$ cat src/design/sed_pkg.sv
// Package for the string escape decoder: decode modes, status codes and the
// result record. Used by sed_decode, string_escape_decoder and sed_checker.
package sed_pkg;

  // Decoder mode between input beats.
  typedef enum logic [2:0] {
    MODE_NORMAL = 3'd0,
    MODE_ESC    = 3'd1,
    MODE_HEX1   = 3'd2,
    MODE_HEX2   = 3'd3,
    MODE_OCT2   = 3'd4,
    MODE_OCT3   = 3'd5,
    MODE_ERROR  = 3'd6
  } mode_t;

  // Status codes carried on every result beat.
  localparam logic [2:0] ST_OK      = 3'd0;
  localparam logic [2:0] ST_UNKNOWN = 3'd1;
  localparam logic [2:0] ST_BADHEX  = 3'd2;
  localparam logic [2:0] ST_BADOCT  = 3'd3;
  localparam logic [2:0] ST_TRUNC   = 3'd4;

  // Substitute for a decoded value of zero.
  localparam logic [7:0] ZERO_SUBST = 8'hff;

  typedef struct packed {
    logic       byte_valid;
    logic [7:0] out_byte;
    logic [2:0] status;
    logic       string_done;
  } sed_result_t;

endpackage

$ cat src/design/string_escape_decoder.sv
// String escape decoder: each input beat passes through the input register,
// then is decoded into the result register.
// Throughput one beat per cycle while the output is not stalled.
// Synchronous active-high reset empties both stages and returns the
// decoder to normal mode with no collected digits.
// Top level: input stage and handshake control. Depends on sed_pkg, sed_decode.
module string_escape_decoder import sed_pkg::*; (
  input  logic       clk,
  input  logic       rst,
  input  logic       in_valid,
  output logic       in_stall,
  input  logic [7:0] in_byte,
  input  logic       end_of_string,
  output logic       out_valid,
  input  logic       out_stall,
  output logic       byte_valid,
  output logic [7:0] out_byte,
  output logic [2:0] status,
  output logic       string_done
);

  logic        hold_valid;
  logic [7:0]  hold_byte;
  logic        hold_last;
  logic        advance;
  sed_result_t result;

  // The held beat moves on when the result register is free or drains now.
  assign advance  = hold_valid && (!out_valid || !out_stall);
  assign in_stall = hold_valid && !advance;

  // Input register.
  always_ff @(posedge clk) begin
    if (rst) begin
      hold_valid <= 1'b0;
    end else if (!in_stall) begin
      hold_valid <= in_valid;
    end
    if (in_valid && !in_stall) begin
      hold_byte <= in_byte;
      hold_last <= end_of_string;
    end
  end

  // Result valid flag.
  always_ff @(posedge clk) begin
    if (rst) begin
      out_valid <= 1'b0;
    end else if (advance) begin
      out_valid <= 1'b1;
    end else if (!out_stall) begin
      out_valid <= 1'b0;
    end
  end

  sed_decode u_decode (
    .clk           (clk),
    .rst           (rst),
    .step          (advance),
    .in_byte       (hold_byte),
    .end_of_string (hold_last),
    .result        (result)
  );

  assign byte_valid  = result.byte_valid;
  assign out_byte    = result.out_byte;
  assign status      = result.status;
  assign string_done = result.string_done;

endmodule

$ cat src/design/sed_decode.sv
// Decode step of the string escape decoder: mode state machine plus the
// result register. Depends on sed_pkg.
module sed_decode import sed_pkg::*; (
  input  logic        clk,
  input  logic        rst,
  input  logic        step,
  input  logic [7:0]  in_byte,
  input  logic        end_of_string,
  output sed_result_t result
);

  mode_t       mode, mode_next;
  logic [7:0]  partial_value, partial_next;
  sed_result_t result_next;

  logic       hex_ok, oct_ok, simple_ok;
  logic [3:0] hex_val;
  logic [2:0] oct_val;
  logic [7:0] simple_val;
  logic [7:0] val;
  logic       valid;

  // Hex and octal digit recognition.
  always_comb begin
    hex_ok  = 1'b1;
    hex_val = 4'd0;
    if (in_byte inside {["0":"9"]}) begin
      hex_val = 4'(in_byte - 8'h30);
    end else if (in_byte inside {["a":"f"]}) begin
      hex_val = 4'(in_byte - 8'h57);
    end else if (in_byte inside {["A":"F"]}) begin
      hex_val = 4'(in_byte - 8'h37);
    end else begin
      hex_ok = 1'b0;
    end
    oct_ok  = in_byte inside {["0":"7"]};
    oct_val = in_byte[2:0];
  end

  // Single-character escapes.
  always_comb begin
    simple_ok = 1'b1;
    case (in_byte)
      "a", "g": simple_val = 8'd7;
      "b":      simple_val = 8'd8;
      "c":      simple_val = 8'h9b;
      "e":      simple_val = 8'd27;
      "f":      simple_val = 8'd12;
      "n":      simple_val = 8'd10;
      "r":      simple_val = 8'd13;
      "t":      simple_val = 8'd9;
      "v":      simple_val = 8'd11;
      "\\":     simple_val = 8'h5c;
      "\"":     simple_val = 8'h22;
      default: begin
        simple_ok  = 1'b0;
        simple_val = 8'd0;
      end
    endcase
  end

  // Next mode, collected digits and the result for this beat.
  always_comb begin
    mode_next    = mode;
    partial_next = partial_value;
    valid        = 1'b0;
    val          = 8'd0;
    result_next  = '0;
    case (mode)
      MODE_ESC: begin
        if (in_byte == "x") begin
          mode_next = MODE_HEX1;
        end else if (in_byte inside {["0":"3"]}) begin
          partial_next = {6'd0, in_byte[1:0]};
          mode_next    = MODE_OCT2;
        end else if (simple_ok) begin
          valid     = 1'b1;
          val       = simple_val;
          mode_next = MODE_NORMAL;
        end else begin
          result_next.status = ST_UNKNOWN;
          mode_next          = MODE_ERROR;
        end
      end
      MODE_HEX1, MODE_HEX2: begin
        if (!hex_ok) begin
          result_next.status = ST_BADHEX;
          mode_next          = MODE_ERROR;
        end else if (mode == MODE_HEX1) begin
          partial_next = {4'd0, hex_val};
          mode_next    = MODE_HEX2;
        end else begin
          valid     = 1'b1;
          val       = {partial_value[3:0], hex_val};
          mode_next = MODE_NORMAL;
        end
      end
      MODE_OCT2, MODE_OCT3: begin
        if (!oct_ok) begin
          result_next.status = ST_BADOCT;
          mode_next          = MODE_ERROR;
        end else if (mode == MODE_OCT2) begin
          partial_next = {partial_value[4:0], oct_val};
          mode_next    = MODE_OCT3;
        end else begin
          valid     = 1'b1;
          val       = {partial_value[4:0], oct_val};
          mode_next = MODE_NORMAL;
        end
      end
      MODE_ERROR: begin
        mode_next = MODE_ERROR;
      end
      default: begin
        if (in_byte == "\\") begin
          mode_next = MODE_ESC;
        end else begin
          valid     = 1'b1;
          val       = in_byte;
          mode_next = MODE_NORMAL;
        end
      end
    endcase

    if (valid && val == 8'd0) begin
      val = ZERO_SUBST;
    end

    // The string end closes any open escape and returns to normal mode.
    if (end_of_string) begin
      if (mode_next inside {[MODE_ESC:MODE_OCT3]}) begin
        result_next.status = ST_TRUNC;
      end
      mode_next    = MODE_NORMAL;
      partial_next = 8'd0;
    end

    result_next.byte_valid  = valid;
    result_next.out_byte    = valid ? val : 8'd0;
    result_next.string_done = end_of_string;
  end

  // State and result register advance once per accepted beat.
  always_ff @(posedge clk) begin
    if (rst) begin
      mode          <= MODE_NORMAL;
      partial_value <= 8'd0;
    end else if (step) begin
      mode          <= mode_next;
      partial_value <= partial_next;
    end
    if (step) begin
      result <= result_next;
    end
  end

endmodule

$ cat config.mk
export PLATFORM = sky130hd
export DESIGN_NAME = string_escape_decoder
export DESIGN_NICKNAME = d
export VERILOG_FILES = /design/src/design/sed_pkg.sv /design/src/design/string_escape_decoder.sv /design/src/design/sed_decode.sv
export SDC_FILE = /design/constraint.sdc
export NUM_CORES = 1
export LEC_CHECK = 0
export BUFFER_PORTS_ARGS = -buffer_cell sky130_fd_sc_hd__buf_2
export CAP_MARGIN = 20
export CORE_UTILIZATION = 45
export CTS_BUF_LIST = sky130_fd_sc_hd__clkbuf_4
export DETAILED_ROUTE_END_ITERATION = 16
export HOLD_SLACK_MARGIN = 0.06
export SYNTH_ARGS = -nofsm -noshare
export SYNTH_HDL_FRONTEND = slang
export SYNTH_SLANG_ARGS = --single-unit
$ cat constraint.sdc
create_clock -name clk -period 6 [get_ports clk]
set_input_delay 0.6 -clock clk [delete_from_list [all_inputs] [get_ports clk]]
set_output_delay 0.6 -clock clk [all_outputs]
set_load 0.1 [all_outputs]
==> results, run 1 <==
- The global placer's final weighted congestion is 1.06.
- For this run, design rule violations remaining after detail routing come to 2.
- The netlist uses 65 different library cells.
- In this run, post-CTS repair resized a total of 0 instances.
- The critical path start-end classification is register to register.
- The die area is 5050 um2.
- The total overflow left after global routing is 0.
- The detail-routed via count per cell is 6.54.
- The I/O pin total is 28.
- The portion of the clock cycle consumed by the worst path in the final layout is 53.9%.
- The largest net degree at the start of global routing is 24.
- The maximum root-to-sink buffer count is 2.
- The run finished, with violations left.
- After the first detailed-routing iteration, the DRC count stood at 178.
- The initial antenna violation count is 0.
- By count the netlist is led by sky130_fd_sc_hd__nand2_1 (23), sky130_fd_sc_hd__edfxtp_1 (22), sky130_fd_sc_hd__nor2_1 (19).
- The clock period minus worst slack is 3230 ps.
- Among all cell types in the netlist, the one instantiated most often is sky130_fd_sc_hd__nand2_1.
- The standby leakage power is 0.856 nW.
- The synthesis warning total is 0.
- The worst endpoint required time is 6180 ps.
- The detailed-placement wirelength estimate is 3920 um.
- The arrival time of data at the critical path endpoint is 3410 ps.
- The type of the worst min-delay path is input port to register.
- The share of the synthesized area in the top cell type is 30.8%.
- The initial utilization of the core area, before any placement, comes to 48.0%.
- The post-detailed-route count of antenna-violating nets is 0.
- The count of antenna diodes in the layout is 0.
- CTS placed an instance of sky130_fd_sc_hd__clkbuf_4 at the clock tree root.
- The global-route wire length before repair is 9030 um.
- The area growth from synthesis to layout is 10.1%.
- The total count of max-transition violations in the final report was 0.
- The floorplan has 24 rows.
- STA classifies the critical path startpoint as a register.
- In the synthesized netlist the async set-or-reset flop fraction comes to 0%.
- The total chip power is 0.000458 W.
- The register bit total from synthesis is 32.
- The sequential fraction of the synthesis area is 40.1%.
- The post-synthesis net count is 249.
- The maximum fanout along the worst path is 8.
- Clock-pin slew was measured on the worst setup and hold paths at 90 ps.
- Across the VDD grid, the largest voltage drop is 116 uV.
- The power density of the placed cells is 194 nW/um2.
- After synthesis, the cell types taking the most area are sky130_fd_sc_hd__edfxtp_1 (31%), sky130_fd_sc_hd__dfxtp_1 (9.3%), sky130_fd_sc_hd__nand2_1 (4.0%).
- The number of CTS-inserted buffers is 5.
- Buffers inserted to repair hold after CTS numbered 0.
- Input and output buffers added on the ports amount to 27.
- The setup TNS is 0 ps.
- Counting every instance in the synthesized netlist gives 232.
- The count of flip-flops with a built-in enable after synthesis is 22.
- The non-filler instance count after layout is 309.
- The final clock skew is 8.38 ps.
- After detailed placement, the total cell area comes to 2310 um2.
- The post-layout instance area is 2360 um2.
- Max-cap violations in this run came to 0.
- The number of endpoints with negative hold slack in the final report was 0.
- The post-synth design cell area is 2150 um2.
- The clock insertion delay at the later pin of the skew report is 330 ps.
- Post-CTS timing repair inserted 0 buffers for setup.
- Counting every sink on the clock net gives 32.
- The element type at the critical path end is a register.
- The H-tree generated during clock tree synthesis spans 2 levels.
- The share of post-route cells with drive strength above 1 is 19.1%.
- After floorplanning, the core was sized to cover 4470 um2.
- Measured along the y axis, the die boundary spans 71.1 um.
- Of all cell types, the one taking the most synthesized area is sky130_fd_sc_hd__edfxtp_1.
- The via count of the routed design is 2021.
- The pre-antenna-repair detailed-routing pass consisted of 11 iterations.
- The checks that failed: design-rule violations.
- Setup violations remaining at the end of the flow were counted as 0.
- The width of the die is 71.1 um.
- In the synthesized netlist the dominant register cell turns out to be sky130_fd_sc_hd__edfxtp_1.
- Timing would allow up to 0.309 GHz.
- The routed design has 5390 um of wire.
- The worst slew slack as a fraction of its limit is 49.6%.
- TritonCTS built the clock tree.
- The overall fraction of global-route tracks in use is 23.2%.
- The average wire length per cell after detail routing is 17.5 um.
- The average cell area after synthesis is 9.26 um2.
- Setup repair after global routing left no endpoint under its margin.
- The via count of the first global-routing pass is 1796.
- For the pin with the worst max-slew slack, the measured transition is 746 ps.
- Once placement completed, the tool counted placed cells totaling 301.
- The count of nets after finishing is 273.
[per-stage QoR]
| step | hold slack (ps) | utilization (%) | setup slack, ps |
|---|---|---|---|
| detailed placement | 477 | 51.6 | 2800 |
| finish | 446 | 52.9 | 2770 |
| global route | 420 | 52.9 | 2430 |
| CTS | 435 | 52.9 | 2800 |
| global placement | 467 | 51.6 | 2800 |
| floorplan | 426 | - | 3390 |
[critical path: stages, from the launching register on]
cell	delay, ps
sky130_fd_sc_hd__edfxtp_1	520
sky130_fd_sc_hd__inv_1	220
sky130_fd_sc_hd__ha_1	290
sky130_fd_sc_hd__nand2_1	130
sky130_fd_sc_hd__nor4_2	620
sky130_fd_sc_hd__nor2_1	110
sky130_fd_sc_hd__or3_4	420
sky130_fd_sc_hd__a211oi_1	350
sky130_fd_sc_hd__nand2_1	240
sky130_fd_sc_hd__o21ai_1	190
[state kept, by name, summed over array words and instances (netlist names)]
name,count
u_decode.result,13
hold_byte,8
u_decode.partial_value,5
u_decode.mode,3
hold_last,1
hold_valid,1
out_valid,1
[cells by family after synthesis]
family,after synthesis,synth area share [%]
and+or+nand+nor,90,24.0
AOI/OAI and AO/OA,83,28.2
DFF,32,40.1
buffers and inverters,19,3.49
muxes,4,1.86
adders and majority gates,4,2.33
[path summary, 6_finish.rpt]
path / start / end / slack, ps / cells past startpoint
setup / recovery: hold_byte[0] / u_decode.result[6] / 2770 / 9
hold / removal: end_of_string / hold_last / 450 / 1
setup reg to reg: hold_byte[0] / u_decode.result[6] / 2770 / 9
hold reg to reg: u_decode.partial_value[4] / u_decode.partial_value[4] / 480 / 2
[final cells by class]
| type | count | area, um2 |
|---|---|---|
| clock buffers | 7 | 52.6 |
| clock inverters | 1 | 5.00 |
| fillers | 415 | 2110 |
| inverters | 9 | 33.8 |
| multi-input cells | 181 | 1210 |
| flip-flops and latches | 32 | 861 |
| well taps | 52 | 65.1 |
| repair buffers | 27 | 135 |
[report_power, final]
part            total, W  internal, W  switching (W)
clock           0.000120    0.0000546      0.0000655
combinational  0.0000802    0.0000219      0.0000583
sequential      0.000258     0.000245      0.0000127
total           0.000458     0.000321       0.000137
[routing by layer]
layer	routed length, um	vias up	GRT usage [%]	share of wire, %
met2	2470	112	33.8	46
met3	445	19	5.13	8.2
met1	2360	935	33.2	44
met4	122	0	10.0	2.3
met5	0	-	0	0
li1	-	955	-	-
[placed cells by master, fill, tap and decap left out, types with 5 or more instances in the layout]
master | synthesis | routed
sky130_fd_sc_hd__nand2_1 | 23 | 23
sky130_fd_sc_hd__a21oi_1 | 14 | 14
sky130_fd_sc_hd__o31ai_1 | 5 | 5
sky130_fd_sc_hd__o21ai_0 | 8 | 8
sky130_fd_sc_hd__clkbuf_4 | 0 | 7
sky130_fd_sc_hd__edfxtp_1 | 22 | 22
sky130_fd_sc_hd__o21ai_1 | 11 | 11
sky130_fd_sc_hd__nand2b_1 | 5 | 5
sky130_fd_sc_hd__buf_2 | 3 | 27
sky130_fd_sc_hd__a22o_1 | 6 | 6
sky130_fd_sc_hd__inv_1 | 9 | 9
sky130_fd_sc_hd__dfxtp_1 | 10 | 10
sky130_fd_sc_hd__nor2_1 | 19 | 19
No activity file was read; power rests on OpenSTA's default activity.
==> run 2, diff against run 1 <==
PLACE_DENSITY = 0.67   (was not set)
clock period = 2.97 ns   (was 6 ns; I/O delays follow)
==> results, run 2 (synthesized netlist as in run 1, its figures left out) <==
- The number of clock sinks is 32 (unchanged).
- The detailed-placement wirelength estimate was 4060 um (+3.5%).
- The filler cell count is 405 (-2.4%).
- The largest register by flop count is u_decode.result.
- The arrival time of data at the critical path endpoint came to 3000 ps (-410 ps).
- The average wire length per cell after detail routing is 16.7 um (-4.1%).
- The initial antenna violation count is 0 (unchanged).
- The global placer's final weighted congestion is 0.943 (-11%).
- The number of endpoints with negative hold slack in the final report came to 0 (unchanged).
- The overall fraction of global-route tracks in use is 22.7% (-0.54 points).
- The clock input transition at the sequential cells of the worst setup and hold paths is 100 ps (about the same).
- The count of antenna diodes in the layout came to 0 (unchanged).
- The number of flip-flops under the largest register name is 13 (unchanged).
- The largest net degree at the start of global routing is 18 (-25%).
- The total of endpoints with negative setup slack in the final report is 0 (unchanged).
- The via count of the first global-routing pass is 1840 (+2.4%).
- The worst slew slack as a fraction of its limit came to 43.9% (-5.6 points).
- The post-layout instance area is 2520 um2 (+6.6%).
- The total chip power is 0.000937 W (+100%).
- The met2 global-route usage is 34.5% (+0.75 points).
- The row count came to 24 (unchanged).
- The worst ir drop on vdd is 253 uV (+120%).
- The remaining global-route overflow is 0 (unchanged).
- The highest-delay cell along the critical path is sky130_fd_sc_hd__or4_4.
- The run finished, with violations left.
- The aggregate routed wire length is 5480 um (+1.5%).
- The power density of the placed cells is 372 nW/um2 (+92%).
- The hold buffer count at CTS was 0 (unchanged).
- The floorplan die height was 71.1 um (unchanged).
- Setup repair after global routing left no endpoint under its margin.
- The maximum cell stage delay along the critical path was 550 ps (-70 ps).
- The detail-routed via count per cell is 6.37 (-2.7%).
- The clock network fraction of total power is 26.2% (about the same).
- The type of the worst min-delay path is input port to register.
- The port buffer count came to 27 (unchanged).
- The share of post-route cells with drive strength above 1 is 25.1% (+6.0 points).
- The element type at the critical path end is a register.
- The largest registers in the layout are u_decode.result (13), hold_byte (8), u_decode.partial_value (5).
- The CTS tree is built.
- The global-route wire length before repair came to 8940 um (-1.0%).
- The launching element type of the critical path is a register.
- The count of max-cap constraint violations was 0 (unchanged).
- The combinational fraction of design power was 19.2% (+1.7 points).
- The final reports fail on design-rule violations.
- The startpoint of the worst setup timing path is hold_byte[0].
- The maximum root-to-sink buffer count came to 2 (unchanged).
- The area taken by flip-flops and latches was 861 um2 (unchanged).
- The number of CTS-inserted buffers is 5 (unchanged).
- The clock period minus worst slack is 2810 ps (-420 ps).
- The total count of max-transition violations in the final report came to 0 (unchanged).
- The post-detailed-route DRC marker count is 2 (unchanged).
- The net switching power figure is 0.000299 W (+120%).
- The number of buffers inserted to repair setup after CTS was 0 (unchanged).
- The total area of multi-input combinational cells came to 1230 um2 (+1.8%).
- The flop-to-flop setup slack is 160 ps (-2610 ps).
- The standby leakage power came to 0.942 nW (+10%).
- The width of the die came to 71.1 um (unchanged).
- The cell area after placement is 2440 um2 (+5.9%).
- The post-detailed-route count of antenna-violating nets came to 0 (unchanged).
- The count of routing violations after the opening detailed-route iteration is 211 (+19%).
- Leaving out fill and tap cells, the most frequent cells in the layout are sky130_fd_sc_hd__buf_2 (27), sky130_fd_sc_hd__nand2_1 (22), sky130_fd_sc_hd__edfxtp_1 (22).
- The clock insertion delay at the later pin of the skew report is 340 ps (about the same).
- The initial core utilization is 48.0% (unchanged).
- The destination of the critical timing path is u_decode.result[8].
- The cell-internal power is 0.000639 W (+99%).
- The die area is 5050 um2 (unchanged).
- The maximum clock frequency is 0.355 GHz (+15%).
- The power share of the sequential group was 54.6% (-1.6 points).
- The count of nets after finishing is 291 (+6.6%).
- After global routing, the most crowded layer is met2.
- The via count of the routed design is 2082 (+3.0%).
- The count of TritonRoute iterations in the first routing pass was 13 (+2).
- The worst endpoint required time is 3160 ps (-3020 ps).
- The setup TNS is 0 ps (unchanged).
- The layout overhead on the synthesized area is 17.3%.
- The signal on the critical path passes through inv_1, ha_1, nand2_1, or4_4, a32oi_2, nand4_1, a2111oi_4, nand3_2, o21ai_1.
- The met3 track demand over resource is 5.13% (unchanged).
- The number of gates given a new drive strength after cts is 0 (unchanged).
- The tree is rooted in a sky130_fd_sc_hd__clkbuf_4.
- The global routing usage on met1 is 32.1% (-1.1 points).
- The standard cell core area is 4470 um2 (unchanged).
- The final worst hold slack is 132 ps (-314 ps).
- The I/O pin total is 28 (unchanged).
- The critical path start-end classification is register to register.
- The final clock skew came to 8.81 ps (+0.431 ps).
- The endpoint of the lowest-slack register-to-register path is u_decode.result[8].
- The net switching share of the total power is 31.9% (+2.0 points).
- The maximum fanout along the worst path is 8 (unchanged).
- The worst reg-to-reg path cell count came to 9 (unchanged).
- The startpoint identified for the worst register-to-register timing path is hold_byte[0].
- The slew at the pin with the worst max-slew slack came to 830 ps (+83.5 ps).
- The portion of the clock cycle consumed by the worst path in the final layout was 94.7% (+41 points).
- The most common cell after layout, fill and taps aside is sky130_fd_sc_hd__buf_2.
- The H-tree depth is 2 (unchanged).
## run 2: power by group through the flow
stage | combinational [W] | sequential (W) | clock, W
after floorplan | 0.0000785 | 0.000573 | 0
after global placement | 0.000177 | 0.000522 | 0
after detailed placement | 0.000176 | 0.000522 | 0
after CTS | 0.000177 | 0.000512 | 0.000250
after global routing | 0.000191 | 0.000515 | 0.000271
final | 0.000180 | 0.000512 | 0.000245
## run 2: metrics by stage
stage          cells  utilization [%]  setup slack, ps
2_1_floorplan    232                -              364
3_3_place_gp     319             54.6              284
3_5_place_dp     319             54.6              155
4_1_cts          327             55.8              149
5_1_grt          327             56.3             17.8
6_report         327             56.3              157
## run 2: cell type report
type                       instances  share of cell area [%]
multi-input combinational        181                    49.0
sequential                        32                    34.2
timing repair buffer              45                    10.7
tap                               52                    2.58
clock buffer                       5                    1.49
inverter                           9                    1.34
clock inverter                     3                   0.745
## run 2: how the worst min path moves through the flow
stage | startpoint | to | slack [ps] | cells after the start
after global routing | end_of_string | hold_last | 120 | 1
after detailed placement | u_decode.partial_value[4] | u_decode.partial_value[4] | 460 | 2
after floorplan | rst | out_valid | 370 | 1
after CTS | end_of_string | hold_last | 130 | 1
final | end_of_string | hold_last | 130 | 1
after global placement | u_decode.partial_value[4] | u_decode.partial_value[4] | 460 | 2
## run 2: worst max-delay path: cells and delay by family (launching register included)
family | cells | cell delay (ps)
AO/OA/AOI/OAI | 3 | 790
AND/OR/NAND/NOR | 4 | 1070
buffers and inverters | 1 | 190
flip-flops | 1 | 390
adder cells (fa/ha/maj) | 1 | 230
## run 2: routing by layer
metal	part of all wire, %	wire length (um)
met4	2.4	129
met3	7.0	381
met5	0	0
met2	45	2470
met1	46	2490
==> run 3, diff against run 2 <==
PLACE_DENSITY = 0.66   (was 0.67)
SYNTH_HIERARCHICAL = 1   (was not set)
==> results, run 3 <==
- The global-route wire length before repair is 10300 um (+15%).
- In the layout the commonest cells are sky130_fd_sc_hd__buf_2 (27), sky130_fd_sc_hd__edfxtp_1 (22), sky130_fd_sc_hd__nor2_1 (19).
- The detail-routed via count per cell is 6.06 (-4.8%).
- The count of mapped cells out of synthesis is 261 (+13%).
- The share of the synthesized area in the top cell type came to 25.7% (-5.0 points).
- The aggregate routed wire length came to 6130 um (+12%).
- The largest net degree at the start of global routing is 18 (unchanged).
- In this run the worst hold path is classified as input port to register.
- The non-filler instance count after layout is 364 (+11%).
- The library cell used most frequently in the layout, excluding fill and tap cells, is sky130_fd_sc_hd__buf_2.
- The count of nets after finishing is 310 (+6.5%).
- The count of TritonRoute iterations in the first routing pass was 6 (-7).
- The most critical setup path has its startpoint at hold_byte[0].
- The commonest cells after synthesis are sky130_fd_sc_hd__edfxtp_1 (22), sky130_fd_sc_hd__nor2_1 (19), sky130_fd_sc_hd__nand2_1 (16).
- The hold buffer count at CTS is 0 (unchanged).
- Clock tree synthesis selected as its root buffer the cell sky130_fd_sc_hd__clkbuf_4.
- The average wire length per cell after detail routing is 16.8 um (+0.48%).
- The layout overhead on the synthesized area is 10.2%.
- The number of flip-flops under the largest register name is 13 (unchanged).
- The power density of the placed cells is 339 nW/um2 (-8.9%).
- The initial core utilization is 46.6% (-1.4 points).
- The initial antenna violation count was 0 (unchanged).
- The worst setup margin came to 231 ps (+74.8 ps).
- The port buffer count is 27 (unchanged).
- STA classifies the critical path endpoint as a register.
- The flop-to-flop setup slack is 230 ps (+70 ps).
- The worst reg-to-reg path cell count came to 9 (unchanged).
- The total count of max-transition violations in the final report is 0 (unchanged).
- The remaining global-route overflow is 0 (unchanged).
- The endpoint of the lowest-slack register-to-register path is u_decode/result[11].
- The maximum root-to-sink buffer count was 2 (unchanged).
- The global placer's final weighted congestion came to 0.920 (-2.4%).
- The I/O pin total is 28 (unchanged).
- The register bit total from synthesis is 32 (unchanged).
- The standard cell core area is 5510 um2 (+23%).
- TritonCTS built the clock tree.
- The count of max-cap constraint violations is 0 (unchanged).
- The width of the die is 77.5 um (+9.0%).
- The standby leakage power came to 1.00 nW (+6.6%).
- The clock period minus worst slack came to 2740 ps (-74.8 ps).
- The worst slew slack as a fraction of its limit is 58.4% (+14 points).
- The detailed-placement wirelength estimate is 4650 um (+15%).
- The sequential fraction of the synthesis area is 33.5% (-6.5 points).
- The synthesis warning total is 6 (+6).
- The arrival time of data at the critical path endpoint is 2920 ps (-80 ps).
- The number of endpoints with negative hold slack in the final report is 0 (unchanged).
- The average cell area after synthesis is 9.83 um2 (+6.2%).
- The post-detailed-route DRC marker count was 0 (-2).
- The share of flip-flops with an asynchronous set or reset after synthesis is 0% (unchanged).
- The largest registers in the layout are u_decode/result (13), hold_byte (8), u_decode/partial_value (5).
- The most used flip-flop cell after synthesis is sky130_fd_sc_hd__edfxtp_1.
- The most common cell in the synthesized netlist is sky130_fd_sc_hd__edfxtp_1.
- The count of antenna diodes in the layout was 0 (unchanged).
- The worst endpoint required time came to 3150 ps (about the same).
- The maximum fanout along the worst path is 9 (+1).
- The largest register by flop count is u_decode/result.
- The die area is 6010 um2 (+19%).
- The setup slack at placement is 205 ps (+49.9 ps).
- Ranked by total cell area, the synthesized netlist is headed by sky130_fd_sc_hd__edfxtp_1 (26%), sky130_fd_sc_hd__dfxtp_1 (7.8%), sky130_fd_sc_hd__ha_1 (2.9%).
- The post-synth design cell area is 2570 um2 (+19%).
- The worst ir drop on vdd came to 198 uV (-22%).
- The clock insertion delay at the later pin of the skew report is 340 ps (about the same).
- The post-detailed-route count of antenna-violating nets was 0 (unchanged).
- The final clock skew is 6.91 ps (-1.90 ps).
- The count of flip-flops with a built-in enable after synthesis was 22 (unchanged).
- The total of endpoints with negative setup slack in the final report is 0 (unchanged).
- The flow ran to the end, and the final reports show no timing, DRC or antenna violations.
- The number of CTS-inserted buffers came to 5 (unchanged).
- The post-synthesis net count is 280 (+12%).
- The via count of the routed design was 2207 (+6.0%).
- The row count is 27 (+13%).
- The startpoint identified for the worst register-to-register timing path is hold_byte[0].
- The setup TNS was 0 ps (unchanged).
- The maximum clock frequency was 0.365 GHz (+2.7%).
- The portion of the clock cycle consumed by the worst path in the final layout is 92.2% (-2.5 points).
- The number of clock sinks is 32 (unchanged).
- The H-tree depth came to 2 (unchanged).
- The number of gates given a new drive strength after cts is 0 (unchanged).
- Setup repair after global routing left no endpoint under its margin.
- The via count of the first global-routing pass came to 2131 (+16%).
- The number of unique standard cell types used by synthesis is 82 (+26%).
- The overall fraction of global-route tracks in use is 22.1% (-0.65 points).
- The leading area contributor after synthesis is sky130_fd_sc_hd__edfxtp_1.
- The total placed cells including tap cells is 356 (+12%).
- The count of routing violations after the opening detailed-route iteration is 190 (-10%).
- The number of buffers inserted to repair setup after CTS is 0 (unchanged).
- The worst setup path is of the register to register kind.
- The worst setup path is launched from a register.
- The floorplan die height is 77.5 um (+9.0%).
- The share of post-route cells with drive strength above 1 is 28.1% (+3.0 points).
- Following the worst setup path forward leads to its endpoint at u_decode/result[11].
- The slew at the pin with the worst max-slew slack was 622 ps (-208 ps).
- The clock input transition at the sequential cells of the worst setup and hold paths is 90 ps (about the same).
## run 3: routing by layer
metal / GRT usage, % / wire length, um / vias to the layer above
li1: - / - / 1081
met1: 28.2 / 2700 / 1017
met2: 36.3 / 2860 / 92
met3: 4.94 / 405 / 17
met4: 7.92 / 162 / 0
met5: 0 / 0 / -
## run 3: worst max-delay path: stages (launching register included)
cell and delay [ps]:
sky130_fd_sc_hd__edfxtp_1 470, sky130_fd_sc_hd__inv_1 200, sky130_fd_sc_hd__ha_2 280, sky130_fd_sc_hd__and3_1 180
sky130_fd_sc_hd__nand3_2 210, sky130_fd_sc_hd__a221oi_2 340, sky130_fd_sc_hd__nor2_1 80, sky130_fd_sc_hd__a211oi_2 390
sky130_fd_sc_hd__nand4_4 210, sky130_fd_sc_hd__o221ai_1 210
## run 3: how the worst min path moves through the flow
stage             startpoint           end  slack, ps  depth (start not counted)
2_1_floorplan            rst    hold_valid        360                          1
3_3_place_gp      in_byte[7]  hold_byte[7]        470                          1
3_5_place_dp      in_byte[4]  hold_byte[4]        480                          1
4_1_cts        end_of_string     hold_last        110                          1
5_1_grt        end_of_string     hold_last        100                          1
6_report       end_of_string     hold_last        120                          1
## run 3: report_power, final
group          switching [W]  internal (W)
Sequential         0.0000213      0.000494
Clock               0.000144      0.000110
Combinational       0.000132     0.0000567
## run 3: area by class of cell
type,count,area (um2)
fill,517,2680
inverter,14,52.6
timing repair buffer,41,240
sequential,32,862
tap,72,90.1
clock buffer,7,52.6
clock inverter,1,5.00
multi-input combinational,197,1530
## run 3: kinds of logic (layout without fill, tap and decap cells)
logic type               count (synthesis)  in the layout  synth area share (%)
flip-flops                              32             32                  33.5
AND/OR/NAND/NOR                         90             90                  23.3
AO/OA/AOI/OAI                           99             99                  32.2
adder cells (fa/ha/maj)                  6              6                  2.93
buffers and inverters                   32             63                  7.31
multiplexers                             1              1                 0.390
XOR/XNOR                                 1              1                 0.341
## run 3: through the flow
step / hold WS, ps / total power (W) / utilization, % / area, um2
after global routing: 102 / 0.00100 / 51.4 / 2830
final: 123 / 0.000959 / 51.4 / 2830
after floorplan: 359 / 0.000673 / - / 2570
after global placement: 473 / 0.000711 / 50.1 / 2760
after CTS: 109 / 0.000967 / 51.2 / 2820
after detailed placement: 475 / 0.000712 / 50.1 / 2760
